### src/rtl/skt_pkg.sv
// ----------------------------------------------------------------------------
// skt_pkg
// Shared widths, request and status codes for the sorted key table.
// ----------------------------------------------------------------------------
package skt_pkg;

	localparam int DEF_CAPACITY   = 64;
	localparam int DEF_VALUE_BITS = 32;

	localparam int KEY_W       = 32;
	localparam int VALUE_W     = 32;
	localparam int CFG_W       = 7;
	localparam int STATUS_W    = 2;
	localparam int COUNT_OUT_W = 7;

	localparam logic [CFG_W-1:0] MAX_ENTRIES_RST = 7'd64;

	localparam logic REQ_INSERT = 1'b0;
	localparam logic REQ_LOOKUP = 1'b1;

	localparam logic [STATUS_W-1:0] STATUS_INSERTED = 2'd0;
	localparam logic [STATUS_W-1:0] STATUS_FULL     = 2'd1;
	localparam logic [STATUS_W-1:0] STATUS_HIT      = 2'd2;
	localparam logic [STATUS_W-1:0] STATUS_MISS     = 2'd3;

endpackage

### src/rtl/skt_if.sv
// ----------------------------------------------------------------------------
// skt_if
// Valid/ready channels of the sorted key table: config, request, response.
// ----------------------------------------------------------------------------
interface skt_cfg_if;
	import skt_pkg::*;
	logic             valid;
	logic             ready;
	logic [CFG_W-1:0] max_entries;
	modport source(output valid, output max_entries, input ready);
	modport sink(input valid, input max_entries, output ready);
endinterface

interface skt_req_if;
	import skt_pkg::*;
	logic                    valid;
	logic                    ready;
	logic                    req_type;
	logic signed [KEY_W-1:0] key;
	logic [VALUE_W-1:0]      value;
	modport source(output valid, output req_type, output key, output value, input ready);
	modport sink(input valid, input req_type, input key, input value, output ready);
endinterface

interface skt_rsp_if;
	import skt_pkg::*;
	logic                   valid;
	logic                   ready;
	logic [STATUS_W-1:0]    status;
	logic [VALUE_W-1:0]     found_value;
	logic [COUNT_OUT_W-1:0] entry_count;
	modport source(output valid, output status, output found_value, output entry_count,
		input ready);
	modport sink(input valid, input status, input found_value, input entry_count,
		output ready);
endinterface

### src/rtl/skt_mem.sv
// ----------------------------------------------------------------------------
// skt_mem
// Key and value storage: one write port, one read port, registered read.
// ----------------------------------------------------------------------------
module skt_mem #(
	parameter int DEPTH      = skt_pkg::DEF_CAPACITY,
	parameter int VALUE_BITS = skt_pkg::DEF_VALUE_BITS
) (
	input  logic                           clk,
	input  logic                           wr_en,
	input  logic [$clog2(DEPTH)-1:0]       wr_addr,
	input  logic signed [skt_pkg::KEY_W-1:0] wr_key,
	input  logic [VALUE_BITS-1:0]          wr_value,
	input  logic [$clog2(DEPTH)-1:0]       rd_addr,
	output logic signed [skt_pkg::KEY_W-1:0] rd_key,
	output logic [VALUE_BITS-1:0]          rd_value
);
	import skt_pkg::*;

	logic signed [KEY_W-1:0] key_mem [DEPTH];
	logic [VALUE_BITS-1:0]   val_mem [DEPTH];

	always_ff @(posedge clk) begin
		if (wr_en) begin
			key_mem[wr_addr] <= wr_key;
			val_mem[wr_addr] <= wr_value;
		end
	end

	always_ff @(posedge clk) begin
		rd_key   <= key_mem[rd_addr];
		rd_value <= val_mem[rd_addr];
	end

endmodule

### src/rtl/sorted_key_table_insert_lookup.sv
// ----------------------------------------------------------------------------
// sorted_key_table_insert_lookup
// Sorted key/value table with lower-bound insert and binary-search lookup.
// ----------------------------------------------------------------------------
// One request is processed at a time. Each binary search step is a memory
// read, then a compare, since all table accesses go through a single memory
// read port with a registered read. An insert runs the search, moves every
// entry from the slot up by one (count - slot entries), then writes the new
// entry. A rejected insert skips the search. The response sits in an output
// register, so the next request is taken while the previous word waits on
// rsp.ready. The config port is always ready.
module sorted_key_table_insert_lookup #(
	parameter int CAPACITY   = skt_pkg::DEF_CAPACITY,
	parameter int VALUE_BITS = skt_pkg::DEF_VALUE_BITS
) (
	input logic        clk,
	input logic        arst_n,
	skt_cfg_if.sink    cfg,
	skt_req_if.sink    req,
	skt_rsp_if.source  rsp
);
	import skt_pkg::*;

	localparam int AW   = $clog2(CAPACITY);
	localparam int CW   = $clog2(CAPACITY + 1);
	localparam int CMPW = (CW > CFG_W) ? CW : CFG_W;

	localparam logic [2:0] ST_IDLE   = 3'd0;
	localparam logic [2:0] ST_SRCH   = 3'd1;
	localparam logic [2:0] ST_CMP    = 3'd2;
	localparam logic [2:0] ST_SHIFT  = 3'd3;
	localparam logic [2:0] ST_WRITE  = 3'd4;
	localparam logic [2:0] ST_RESULT = 3'd5;

	logic [2:0]              state_q;
	logic                    op_q;
	logic signed [KEY_W-1:0] key_q;
	logic [VALUE_BITS-1:0]   val_q;
	logic [CW-1:0]           lo_q, hi_q, mid_q, idx_q, count_q;
	logic [CFG_W-1:0]        max_q;
	logic [STATUS_W-1:0]     status_q;
	logic [VALUE_W-1:0]      found_q;
	logic                    rsp_valid_q;
	logic [STATUS_W-1:0]     rsp_status_q;
	logic [VALUE_W-1:0]      rsp_found_q;
	logic [COUNT_OUT_W-1:0]  rsp_count_q;

	logic                    wr_en;
	logic [AW-1:0]           wr_addr, rd_addr;
	logic signed [KEY_W-1:0] wr_key, rd_key;
	logic [VALUE_BITS-1:0]   wr_value, rd_value;

	logic [VALUE_BITS+VALUE_W-1:0]  val_ext;
	logic [VALUE_BITS+VALUE_W-1:0]  rd_ext;
	logic [CW+COUNT_OUT_W-1:0]      cnt_ext;
	logic [VALUE_BITS-1:0]          val_in;
	logic [VALUE_W-1:0]             rd_val32;
	logic                           tbl_full;
	logic                           rsp_load;
	logic [CW-1:0]                  span, mid, count_m1, idx_m1, idx_m2;

	assign val_ext  = {{VALUE_BITS{1'b0}}, req.value};
	assign val_in   = val_ext[VALUE_BITS-1:0];
	assign rd_ext   = {{VALUE_W{1'b0}}, rd_value};
	assign rd_val32 = rd_ext[VALUE_W-1:0];
	assign cnt_ext  = {{COUNT_OUT_W{1'b0}}, count_q};

	assign tbl_full = (CMPW'(count_q) >= CMPW'(max_q)) || (count_q >= CW'(CAPACITY));

	// output register takes a new word when empty or being drained this cycle
	assign rsp_load = (state_q == ST_RESULT) && (!rsp_valid_q || rsp.ready);

	// insert uses a lower-bound midpoint, lookup the inclusive l..r midpoint
	assign span     = hi_q - lo_q;
	assign mid      = (op_q == REQ_INSERT) ? (lo_q + (span >> 1))
	                                       : (lo_q + ((span - CW'(1)) >> 1));
	assign count_m1 = count_q - CW'(1);
	assign idx_m1   = idx_q - CW'(1);
	assign idx_m2   = idx_q - CW'(2);

	assign cfg.ready = 1'b1;
	assign req.ready = (state_q == ST_IDLE);

	assign rsp.valid       = rsp_valid_q;
	assign rsp.status      = rsp_status_q;
	assign rsp.found_value = rsp_found_q;
	assign rsp.entry_count = rsp_count_q;

	// The shift writes entry idx while reading idx-2, so the two ports never
	// touch the same entry and no forwarding is needed.
	always_comb begin
		rd_addr  = '0;
		wr_en    = 1'b0;
		wr_addr  = lo_q[AW-1:0];
		wr_key   = key_q;
		wr_value = val_q;
		case (state_q)
			ST_SRCH: begin
				if (lo_q < hi_q) begin
					rd_addr = mid[AW-1:0];
				end else begin
					rd_addr = count_m1[AW-1:0];
				end
			end
			ST_SHIFT: begin
				wr_en    = 1'b1;
				wr_addr  = idx_q[AW-1:0];
				wr_key   = rd_key;
				wr_value = rd_value;
				rd_addr  = idx_m2[AW-1:0];
			end
			ST_WRITE: begin
				wr_en = 1'b1;
			end
			default: begin
				rd_addr = '0;
			end
		endcase
	end

	always_ff @(posedge clk or negedge arst_n) begin
		if (!arst_n) begin
			state_q      <= ST_IDLE;
			op_q         <= REQ_INSERT;
			key_q        <= '0;
			val_q        <= '0;
			lo_q         <= '0;
			hi_q         <= '0;
			mid_q        <= '0;
			idx_q        <= '0;
			count_q      <= '0;
			max_q        <= MAX_ENTRIES_RST;
			status_q     <= STATUS_INSERTED;
			found_q      <= '0;
			rsp_valid_q  <= 1'b0;
			rsp_status_q <= STATUS_INSERTED;
			rsp_found_q  <= '0;
			rsp_count_q  <= '0;
		end else begin
			if (cfg.valid) begin
				max_q <= cfg.max_entries;
			end
			if (rsp_load) begin
				rsp_valid_q <= 1'b1;
			end else if (rsp.ready) begin
				rsp_valid_q <= 1'b0;
			end
			case (state_q)
				ST_IDLE: begin
					if (req.valid) begin
						op_q    <= req.req_type;
						key_q   <= req.key;
						val_q   <= val_in;
						lo_q    <= '0;
						hi_q    <= count_q;
						found_q <= '0;
						if (req.req_type == REQ_INSERT && tbl_full) begin
							status_q <= STATUS_FULL;
							state_q  <= ST_RESULT;
						end else begin
							state_q <= ST_SRCH;
						end
					end
				end
				ST_SRCH: begin
					if (lo_q < hi_q) begin
						mid_q   <= mid;
						state_q <= ST_CMP;
					end else if (op_q == REQ_LOOKUP) begin
						status_q <= STATUS_MISS;
						state_q  <= ST_RESULT;
					end else begin
						idx_q   <= count_q;
						state_q <= (count_q > lo_q) ? ST_SHIFT : ST_WRITE;
					end
				end
				ST_CMP: begin
					if (rd_key < key_q) begin
						lo_q    <= mid_q + CW'(1);
						state_q <= ST_SRCH;
					end else if (op_q == REQ_INSERT || key_q < rd_key) begin
						hi_q    <= mid_q;
						state_q <= ST_SRCH;
					end else begin
						found_q  <= rd_val32;
						status_q <= STATUS_HIT;
						state_q  <= ST_RESULT;
					end
				end
				ST_SHIFT: begin
					idx_q <= idx_m1;
					if (idx_m1 <= lo_q) begin
						state_q <= ST_WRITE;
					end
				end
				ST_WRITE: begin
					count_q  <= count_q + CW'(1);
					status_q <= STATUS_INSERTED;
					state_q  <= ST_RESULT;
				end
				ST_RESULT: begin
					if (rsp_load) begin
						rsp_status_q <= status_q;
						rsp_found_q  <= found_q;
						rsp_count_q  <= cnt_ext[COUNT_OUT_W-1:0];
						state_q      <= ST_IDLE;
					end
				end
				default: begin
					state_q <= ST_IDLE;
				end
			endcase
		end
	end

	skt_mem #(
		.DEPTH      (CAPACITY),
		.VALUE_BITS (VALUE_BITS)
	) u_mem (
		.clk      (clk),
		.wr_en    (wr_en),
		.wr_addr  (wr_addr),
		.wr_key   (wr_key),
		.wr_value (wr_value),
		.rd_addr  (rd_addr),
		.rd_key   (rd_key),
		.rd_value (rd_value)
	);

endmodule

### src/flat_wrapper.sv
// flat-port wrapper written by rule: the top's interface ports become plain ports
module sorted_key_table_insert_lookup_flat import skt_pkg::*;
#(
	parameter int CAPACITY   = skt_pkg::DEF_CAPACITY,
	parameter int VALUE_BITS = skt_pkg::DEF_VALUE_BITS
)
  (clk, arst_n, cfg_valid, cfg_max_entries, cfg_ready, req_valid, req_req_type, req_key, req_value, req_ready, rsp_valid, rsp_status, rsp_found_value, rsp_entry_count, rsp_ready);
  skt_cfg_if cfg_i ();
  skt_req_if req_i ();
  skt_rsp_if rsp_i ();
  input logic clk;
  input logic arst_n;
  input wire logic [$bits(cfg_i.valid)-1:0] cfg_valid;
  input wire logic [$bits(cfg_i.max_entries)-1:0] cfg_max_entries;
  output wire logic [$bits(cfg_i.ready)-1:0] cfg_ready;
  input wire logic [$bits(req_i.valid)-1:0] req_valid;
  input wire logic [$bits(req_i.req_type)-1:0] req_req_type;
  input wire logic [$bits(req_i.key)-1:0] req_key;
  input wire logic [$bits(req_i.value)-1:0] req_value;
  output wire logic [$bits(req_i.ready)-1:0] req_ready;
  output wire logic [$bits(rsp_i.valid)-1:0] rsp_valid;
  output wire logic [$bits(rsp_i.status)-1:0] rsp_status;
  output wire logic [$bits(rsp_i.found_value)-1:0] rsp_found_value;
  output wire logic [$bits(rsp_i.entry_count)-1:0] rsp_entry_count;
  input wire logic [$bits(rsp_i.ready)-1:0] rsp_ready;
  assign cfg_i.valid = cfg_valid;
  assign cfg_i.max_entries = cfg_max_entries;
  assign cfg_ready = cfg_i.ready;
  assign req_i.valid = req_valid;
  assign req_i.req_type = req_req_type;
  assign req_i.key = req_key;
  assign req_i.value = req_value;
  assign req_ready = req_i.ready;
  assign rsp_valid = rsp_i.valid;
  assign rsp_status = rsp_i.status;
  assign rsp_found_value = rsp_i.found_value;
  assign rsp_entry_count = rsp_i.entry_count;
  assign rsp_i.ready = rsp_ready;
  sorted_key_table_insert_lookup #(.CAPACITY(CAPACITY), .VALUE_BITS(VALUE_BITS)) u_core (.clk(clk), .arst_n(arst_n), .cfg(cfg_i), .req(req_i), .rsp(rsp_i));
endmodule
### config.mk
export PLATFORM = sky130hd
export DESIGN_NAME = sorted_key_table_insert_lookup_flat
export DESIGN_NICKNAME = d
export VERILOG_FILES = /design/src/rtl/skt_pkg.sv /design/src/rtl/skt_if.sv /design/src/rtl/skt_mem.sv /design/src/rtl/sorted_key_table_insert_lookup.sv /design/src/flat_wrapper.sv
export SDC_FILE = /design/constraint.sdc
export NUM_CORES = 2
export LEC_CHECK = 0
export BUFFER_PORTS_ARGS = -buffer_cell sky130_fd_sc_hd__buf_2
export CAP_MARGIN = 20
export CORE_ASPECT_RATIO = 0.7
export CORE_UTILIZATION = 35
export DETAILED_ROUTE_END_ITERATION = 6
export PLACE_DENSITY_LB_ADDON = 0.05
export SYNTH_ARGS = -nofsm -noshare
export SYNTH_HDL_FRONTEND = slang
export SYNTH_SLANG_ARGS = --single-unit
### constraint.sdc
create_clock -name clk -period 5.3 [get_ports clk]
set_clock_uncertainty 0.15 [all_clocks]
set_input_delay 1.59 -clock clk [delete_from_list [all_inputs] [get_ports clk]]
set_output_delay 1.59 -clock clk [all_outputs]
set_load 0.05 [all_outputs]
==> flow_summary.json <==
{
  "detail_route.drc_violations": 0,
  "dieWidth_um": 828,
  "netlist.area_leader.share": 0.736,
  "fp.coreArea_mm2": 0.474,
  "fin_nets": 9749,
  "final_wtd_congestion": 0.819,
  "number_of_endpoints_with_negative_hold_slack_in_the_final_report": 0,
  "ys.flop_type": "sky130_fd_sc_hd__edfxtp_1",
  "worst_endpoint_required_time_ns": 6.07,
  "root_buffer": "sky130_fd_sc_hd__clkbuf_16",
  "worst-slew-pin-transition_ns": 1.08,
  "layout_worst_path_cycle_share": 0.976,
  "worst_skew_pair.late_latency_ns": 1.08,
  "clk_transition_reported_paths_ns": 0.06,
  "tritoncts": "built",
  "cts_hold_repair.buffers": 0,
  "synthToLayoutAreaGrowth_pct": 20.0,
  "synth.area.top_cells": "sky130_fd_sc_hd__edfxtp_1 74%, sky130_fd_sc_hd__mux4_2 9.2%, sky130_fd_sc_hd__mux2i_1 3.3%, sky130_fd_sc_hd__dfrtp_1 2.8%, sky130_fd_sc_hd__a22oi_1 1.9%",
  "overflow": 0,
  "cts.path.max_buffers": 4,
  "finalPower_mw": 147,
  "mappedNetlistArea_mm2": 0.167,
  "combinational_family_with_the_most_area_after_synthesis": "multiplexers",
  "drive_above_1_share": 0.268,
  "hold_class": "register to register",
  "route.antenna.remaining_nets": 0,
  "fp.dieArea_mm2": 0.480,
  "largest_net_degree_at_the_start_of_global_routing": 76,
  "fmax_mhz": 193,
  "worstPathMaxFanout": 28,
  "synth_mux_area_frac": 0.129,
  "grt.total_usage": 0.260,
  "htree_num_levels": 5,
  "synth-adder-area-share": 0.00570,
  "cts_inserted_buffers": 439,
  "antenna_found_initial": 49,
  "setup_violations": 0,
  "synthSimpleGateAreaFrac": 0.0331,
  "grt_pass1_vias": 91391,
  "yosysUniqueCellTypes": 83,
  "timing.critical_path.arrival_ns": 5.95,
  "p_per_area_mw_per_mm2": 735,
  "outcome": "finished clean",
  "ports": 121,
  "totalWireLength_mm": 638,
  "buffer_ports.inserted": 119,
  "synth_top_area_cell": "sky130_fd_sc_hd__edfxtp_1",
  "final-max-slew-violation-count": 0,
  "synth_enable_flop_cells": 4096,
  "setup.worst_path.end_class": "register",
  "cts.sinks": 4346,
  "hpwl_mm": 387,
  "drt-wirelength-per-cell_um": 39.3,
  "num_vias": 93707,
  "drt_iter0_drc": 12944,
  "grt_first_pass_wirelength_mm": 851,
  "asyncSetResetFlopFracSynth": 0.0428,
  "synth.avg_cell_area_um2": 19.6,
  "maxCapViolations": 0,
  "power.ir.vdd_worst_v": 0.00103,
  "rows": 211,
  "fraction_of_the_mapped_netlist_area_in_compound_gates": 0.0436,
  "post-route-min-period_ns": 5.17,
  "synthesis.yosys.warnings": 0,
  "fp.dieH_um": 580,
  "routed_via_count_divided_by_cell_count": 5.76,
  "leakage_power_of_the_design_nw": 69.2,
  "final.setup.tns_ns": 0,
  "relSlewSlack": 0.276,
  "syn_nets": 8680,
  "first_pass_iters": 6,
  "crit_type": "register to register",
  "synth-seq-cells": 4346,
  "synthesis.instances": 8528,
  "synth_xor_xnor_area_share": 0.00194,
  "start_util": 0.353,
  "cp-start-kind": "register",
  "synth_sequential_area_ratio": 0.771
}
-- state kept, by name, indices dropped and copies added, names as in the netlist --
| name | count |
|---|---|
| u_core.count_q | 7 |
| u_core.found_q | 32 |
| u_core.hi_q | 7 |
| u_core.idx_q | 7 |
| u_core.key_q | 32 |
| u_core.lo_q | 7 |
| u_core.max_q | 7 |
| u_core.mid_q | 7 |
| u_core.op_q | 1 |
| u_core.rsp.entry_count | 7 |
| u_core.rsp.found_value | 32 |
| u_core.rsp.status | 2 |
| u_core.rsp.valid | 1 |
| u_core.state_q | 3 |
| u_core.status_q | 2 |
| u_core.u_mem.key_mem | 2048 |
| u_core.u_mem.rd_key | 32 |
| u_core.u_mem.rd_value | 32 |
| u_core.u_mem.val_mem | 2048 |
| u_core.val_q | 32 |
-- layout by cell type (no fill, tap or decap), types with 64 or more instances in the layout --
cell type | Yosys | layout
sky130_fd_sc_hd__a22oi_1 | 428 | 424
sky130_fd_sc_hd__a311oi_1 | 80 | 77
sky130_fd_sc_hd__and3_1 | 87 | 86
sky130_fd_sc_hd__buf_12 | 0 | 321
sky130_fd_sc_hd__buf_2 | 115 | 118
sky130_fd_sc_hd__buf_4 | 54 | 656
sky130_fd_sc_hd__clkbuf_1 | 255 | 127
sky130_fd_sc_hd__clkbuf_16 | 0 | 446
sky130_fd_sc_hd__clkinv_1 | 0 | 68
sky130_fd_sc_hd__clkinv_2 | 0 | 79
sky130_fd_sc_hd__dfrtp_1 | 185 | 184
sky130_fd_sc_hd__dfxtp_1 | 64 | 64
sky130_fd_sc_hd__edfxtp_1 | 4096 | 4096
sky130_fd_sc_hd__ha_1 | 73 | 70
sky130_fd_sc_hd__mux2i_1 | 556 | 556
sky130_fd_sc_hd__mux4_2 | 686 | 686
sky130_fd_sc_hd__nand2_1 | 753 | 738
sky130_fd_sc_hd__nor2_4 | 0 | 64
sky130_fd_sc_hd__o21ai_0 | 100 | 68
sky130_fd_sc_hd__o22ai_1 | 261 | 261
-- through the flow --
step                 util  area, µm²  hold WS [ns]  setup slack [ns]  std cells
floorplan               -     167000         0.296            0.0609       8528
global placement    0.391     185000         0.316            -0.504      15402
detailed placement  0.392     186000         0.317            -0.403      15413
CTS                 0.422     200000         0.335            0.0252      16234
global route        0.424     201000         0.355           -0.0270      16253
finish              0.424     201000         0.332             0.129      16258
-- Yosys cell counts (4+ instances only) --
cell and number:
sky130_fd_sc_hd__a211oi_2 4, sky130_fd_sc_hd__a21boi_0 4, sky130_fd_sc_hd__a21o_1 20, sky130_fd_sc_hd__a21oi_1 19, sky130_fd_sc_hd__a22o_1 41, sky130_fd_sc_hd__a22oi_1 428
sky130_fd_sc_hd__a311oi_1 80, sky130_fd_sc_hd__a31o_2 4, sky130_fd_sc_hd__a31oi_1 7, sky130_fd_sc_hd__and2_1 7, sky130_fd_sc_hd__and3_1 87, sky130_fd_sc_hd__and4_1 41
sky130_fd_sc_hd__buf_1 50, sky130_fd_sc_hd__buf_2 115, sky130_fd_sc_hd__buf_4 54, sky130_fd_sc_hd__buf_6 11, sky130_fd_sc_hd__clkbuf_1 255, sky130_fd_sc_hd__dfrtp_1 185
sky130_fd_sc_hd__dfxtp_1 64, sky130_fd_sc_hd__edfxtp_1 4096, sky130_fd_sc_hd__ha_1 73, sky130_fd_sc_hd__inv_1 63, sky130_fd_sc_hd__mux2_2 53, sky130_fd_sc_hd__mux2i_1 556
sky130_fd_sc_hd__mux4_2 686, sky130_fd_sc_hd__nand2_1 753, sky130_fd_sc_hd__nand2b_1 8, sky130_fd_sc_hd__nand3_1 15, sky130_fd_sc_hd__nand3b_1 4, sky130_fd_sc_hd__nand4_1 58
sky130_fd_sc_hd__nor2_1 120, sky130_fd_sc_hd__nor2b_1 7, sky130_fd_sc_hd__nor3_1 16, sky130_fd_sc_hd__nor3b_1 5, sky130_fd_sc_hd__nor4_1 44, sky130_fd_sc_hd__nor4_4 4
sky130_fd_sc_hd__o21a_1 10, sky130_fd_sc_hd__o21ai_0 100, sky130_fd_sc_hd__o22ai_1 261, sky130_fd_sc_hd__o31ai_1 5, sky130_fd_sc_hd__or2_1 24, sky130_fd_sc_hd__xnor2_1 24
sky130_fd_sc_hd__xor2_1 13
-- final timing paths --
kind	slack (ns)	from	to	cells after the start
min in group asynchronous	0.38	arst_n	u_core.found_q[20]	1
worst min register to register	0.33	u_core.val_q[24]	u_core.val_q[24]	2
max in group asynchronous	3.65	arst_n	u_core.max_q[6]	2
worst max register to register	0.13	u_core.hi_q[0]	u_core.u_mem.rd_key[17]	25
worst min-delay path	0.33	u_core.val_q[24]	u_core.val_q[24]	2
worst max-delay path	0.13	u_core.hi_q[0]	u_core.u_mem.rd_key[17]	25
-- power by group --
part | leakage [nW] | internal, mW | total (mW) | switching [mW]
combinational | 22.2 | 28.4 | 70.9 | 42.6
clock | 6.92 | 17.5 | 31.2 | 13.7
sequential | 40.1 | 44.1 | 45.3 | 1.16
total | 69.2 | 90.0 | 147 | 57.4
-- layout make-up --
class	count	area [µm²]
sequential	4346	129000
clock buffer	604	12100
antenna	6	15.0
fill	41573	273000
clock inverter	209	2070
multi-input combinational	3633	37100
inverter	63	236
tap	6283	7860
timing repair buffer	1114	12300
-- routing by layer --
metal,share of wire,track usage,vias to the layer above
li1,-,-,37181
met1,0.48,0.414,51946
met2,0.43,0.381,3944
met3,0.072,0.0395,634
met4,0.018,0.0453,2
met5,0.000020,0,-
-- what timing repair did --
item,4_1_cts,5_1_grt
setup endpoints to repair,64,62
cloned,2,1
setup buffers,6,12
gates resized for setup,27,45
pin swaps,11,19
-- kinds of logic after synthesis --
family	after synthesis
fa+ha+maj	75
simple gates	1205
buf+inv	549
compound gates	1020
xor+xnor	37
other cells	1
mux	1295
flops	4346
-- critical path, cell delays in order, from the launching register on --
cell,delay (ns)
sky130_fd_sc_hd__dfrtp_1,0.37
sky130_fd_sc_hd__inv_1,0.08
sky130_fd_sc_hd__ha_1,0.16
sky130_fd_sc_hd__inv_1,0.06
sky130_fd_sc_hd__fa_2,0.56
sky130_fd_sc_hd__inv_2,0.06
sky130_fd_sc_hd__ha_4,0.23
sky130_fd_sc_hd__a21oi_2,0.13
sky130_fd_sc_hd__ha_2,0.19
sky130_fd_sc_hd__inv_1,0.05
sky130_fd_sc_hd__fa_2,0.37
sky130_fd_sc_hd__xnor2_2,0.13
sky130_fd_sc_hd__o211ai_1,0.10
sky130_fd_sc_hd__o21ba_4,0.30
sky130_fd_sc_hd__nor3_4,0.05
sky130_fd_sc_hd__buf_12,0.15
sky130_fd_sc_hd__buf_6,0.12
sky130_fd_sc_hd__nand4_1,0.13
sky130_fd_sc_hd__buf_12,0.19
sky130_fd_sc_hd__buf_4,0.16
sky130_fd_sc_hd__buf_4,0.16
sky130_fd_sc_hd__buf_12,0.21
sky130_fd_sc_hd__o22ai_1,0.15
sky130_fd_sc_hd__a22oi_1,0.37
sky130_fd_sc_hd__and4_1,0.25
sky130_fd_sc_hd__nand2_1,0.07
Note: power is estimated with default switching activity, not from simulation.
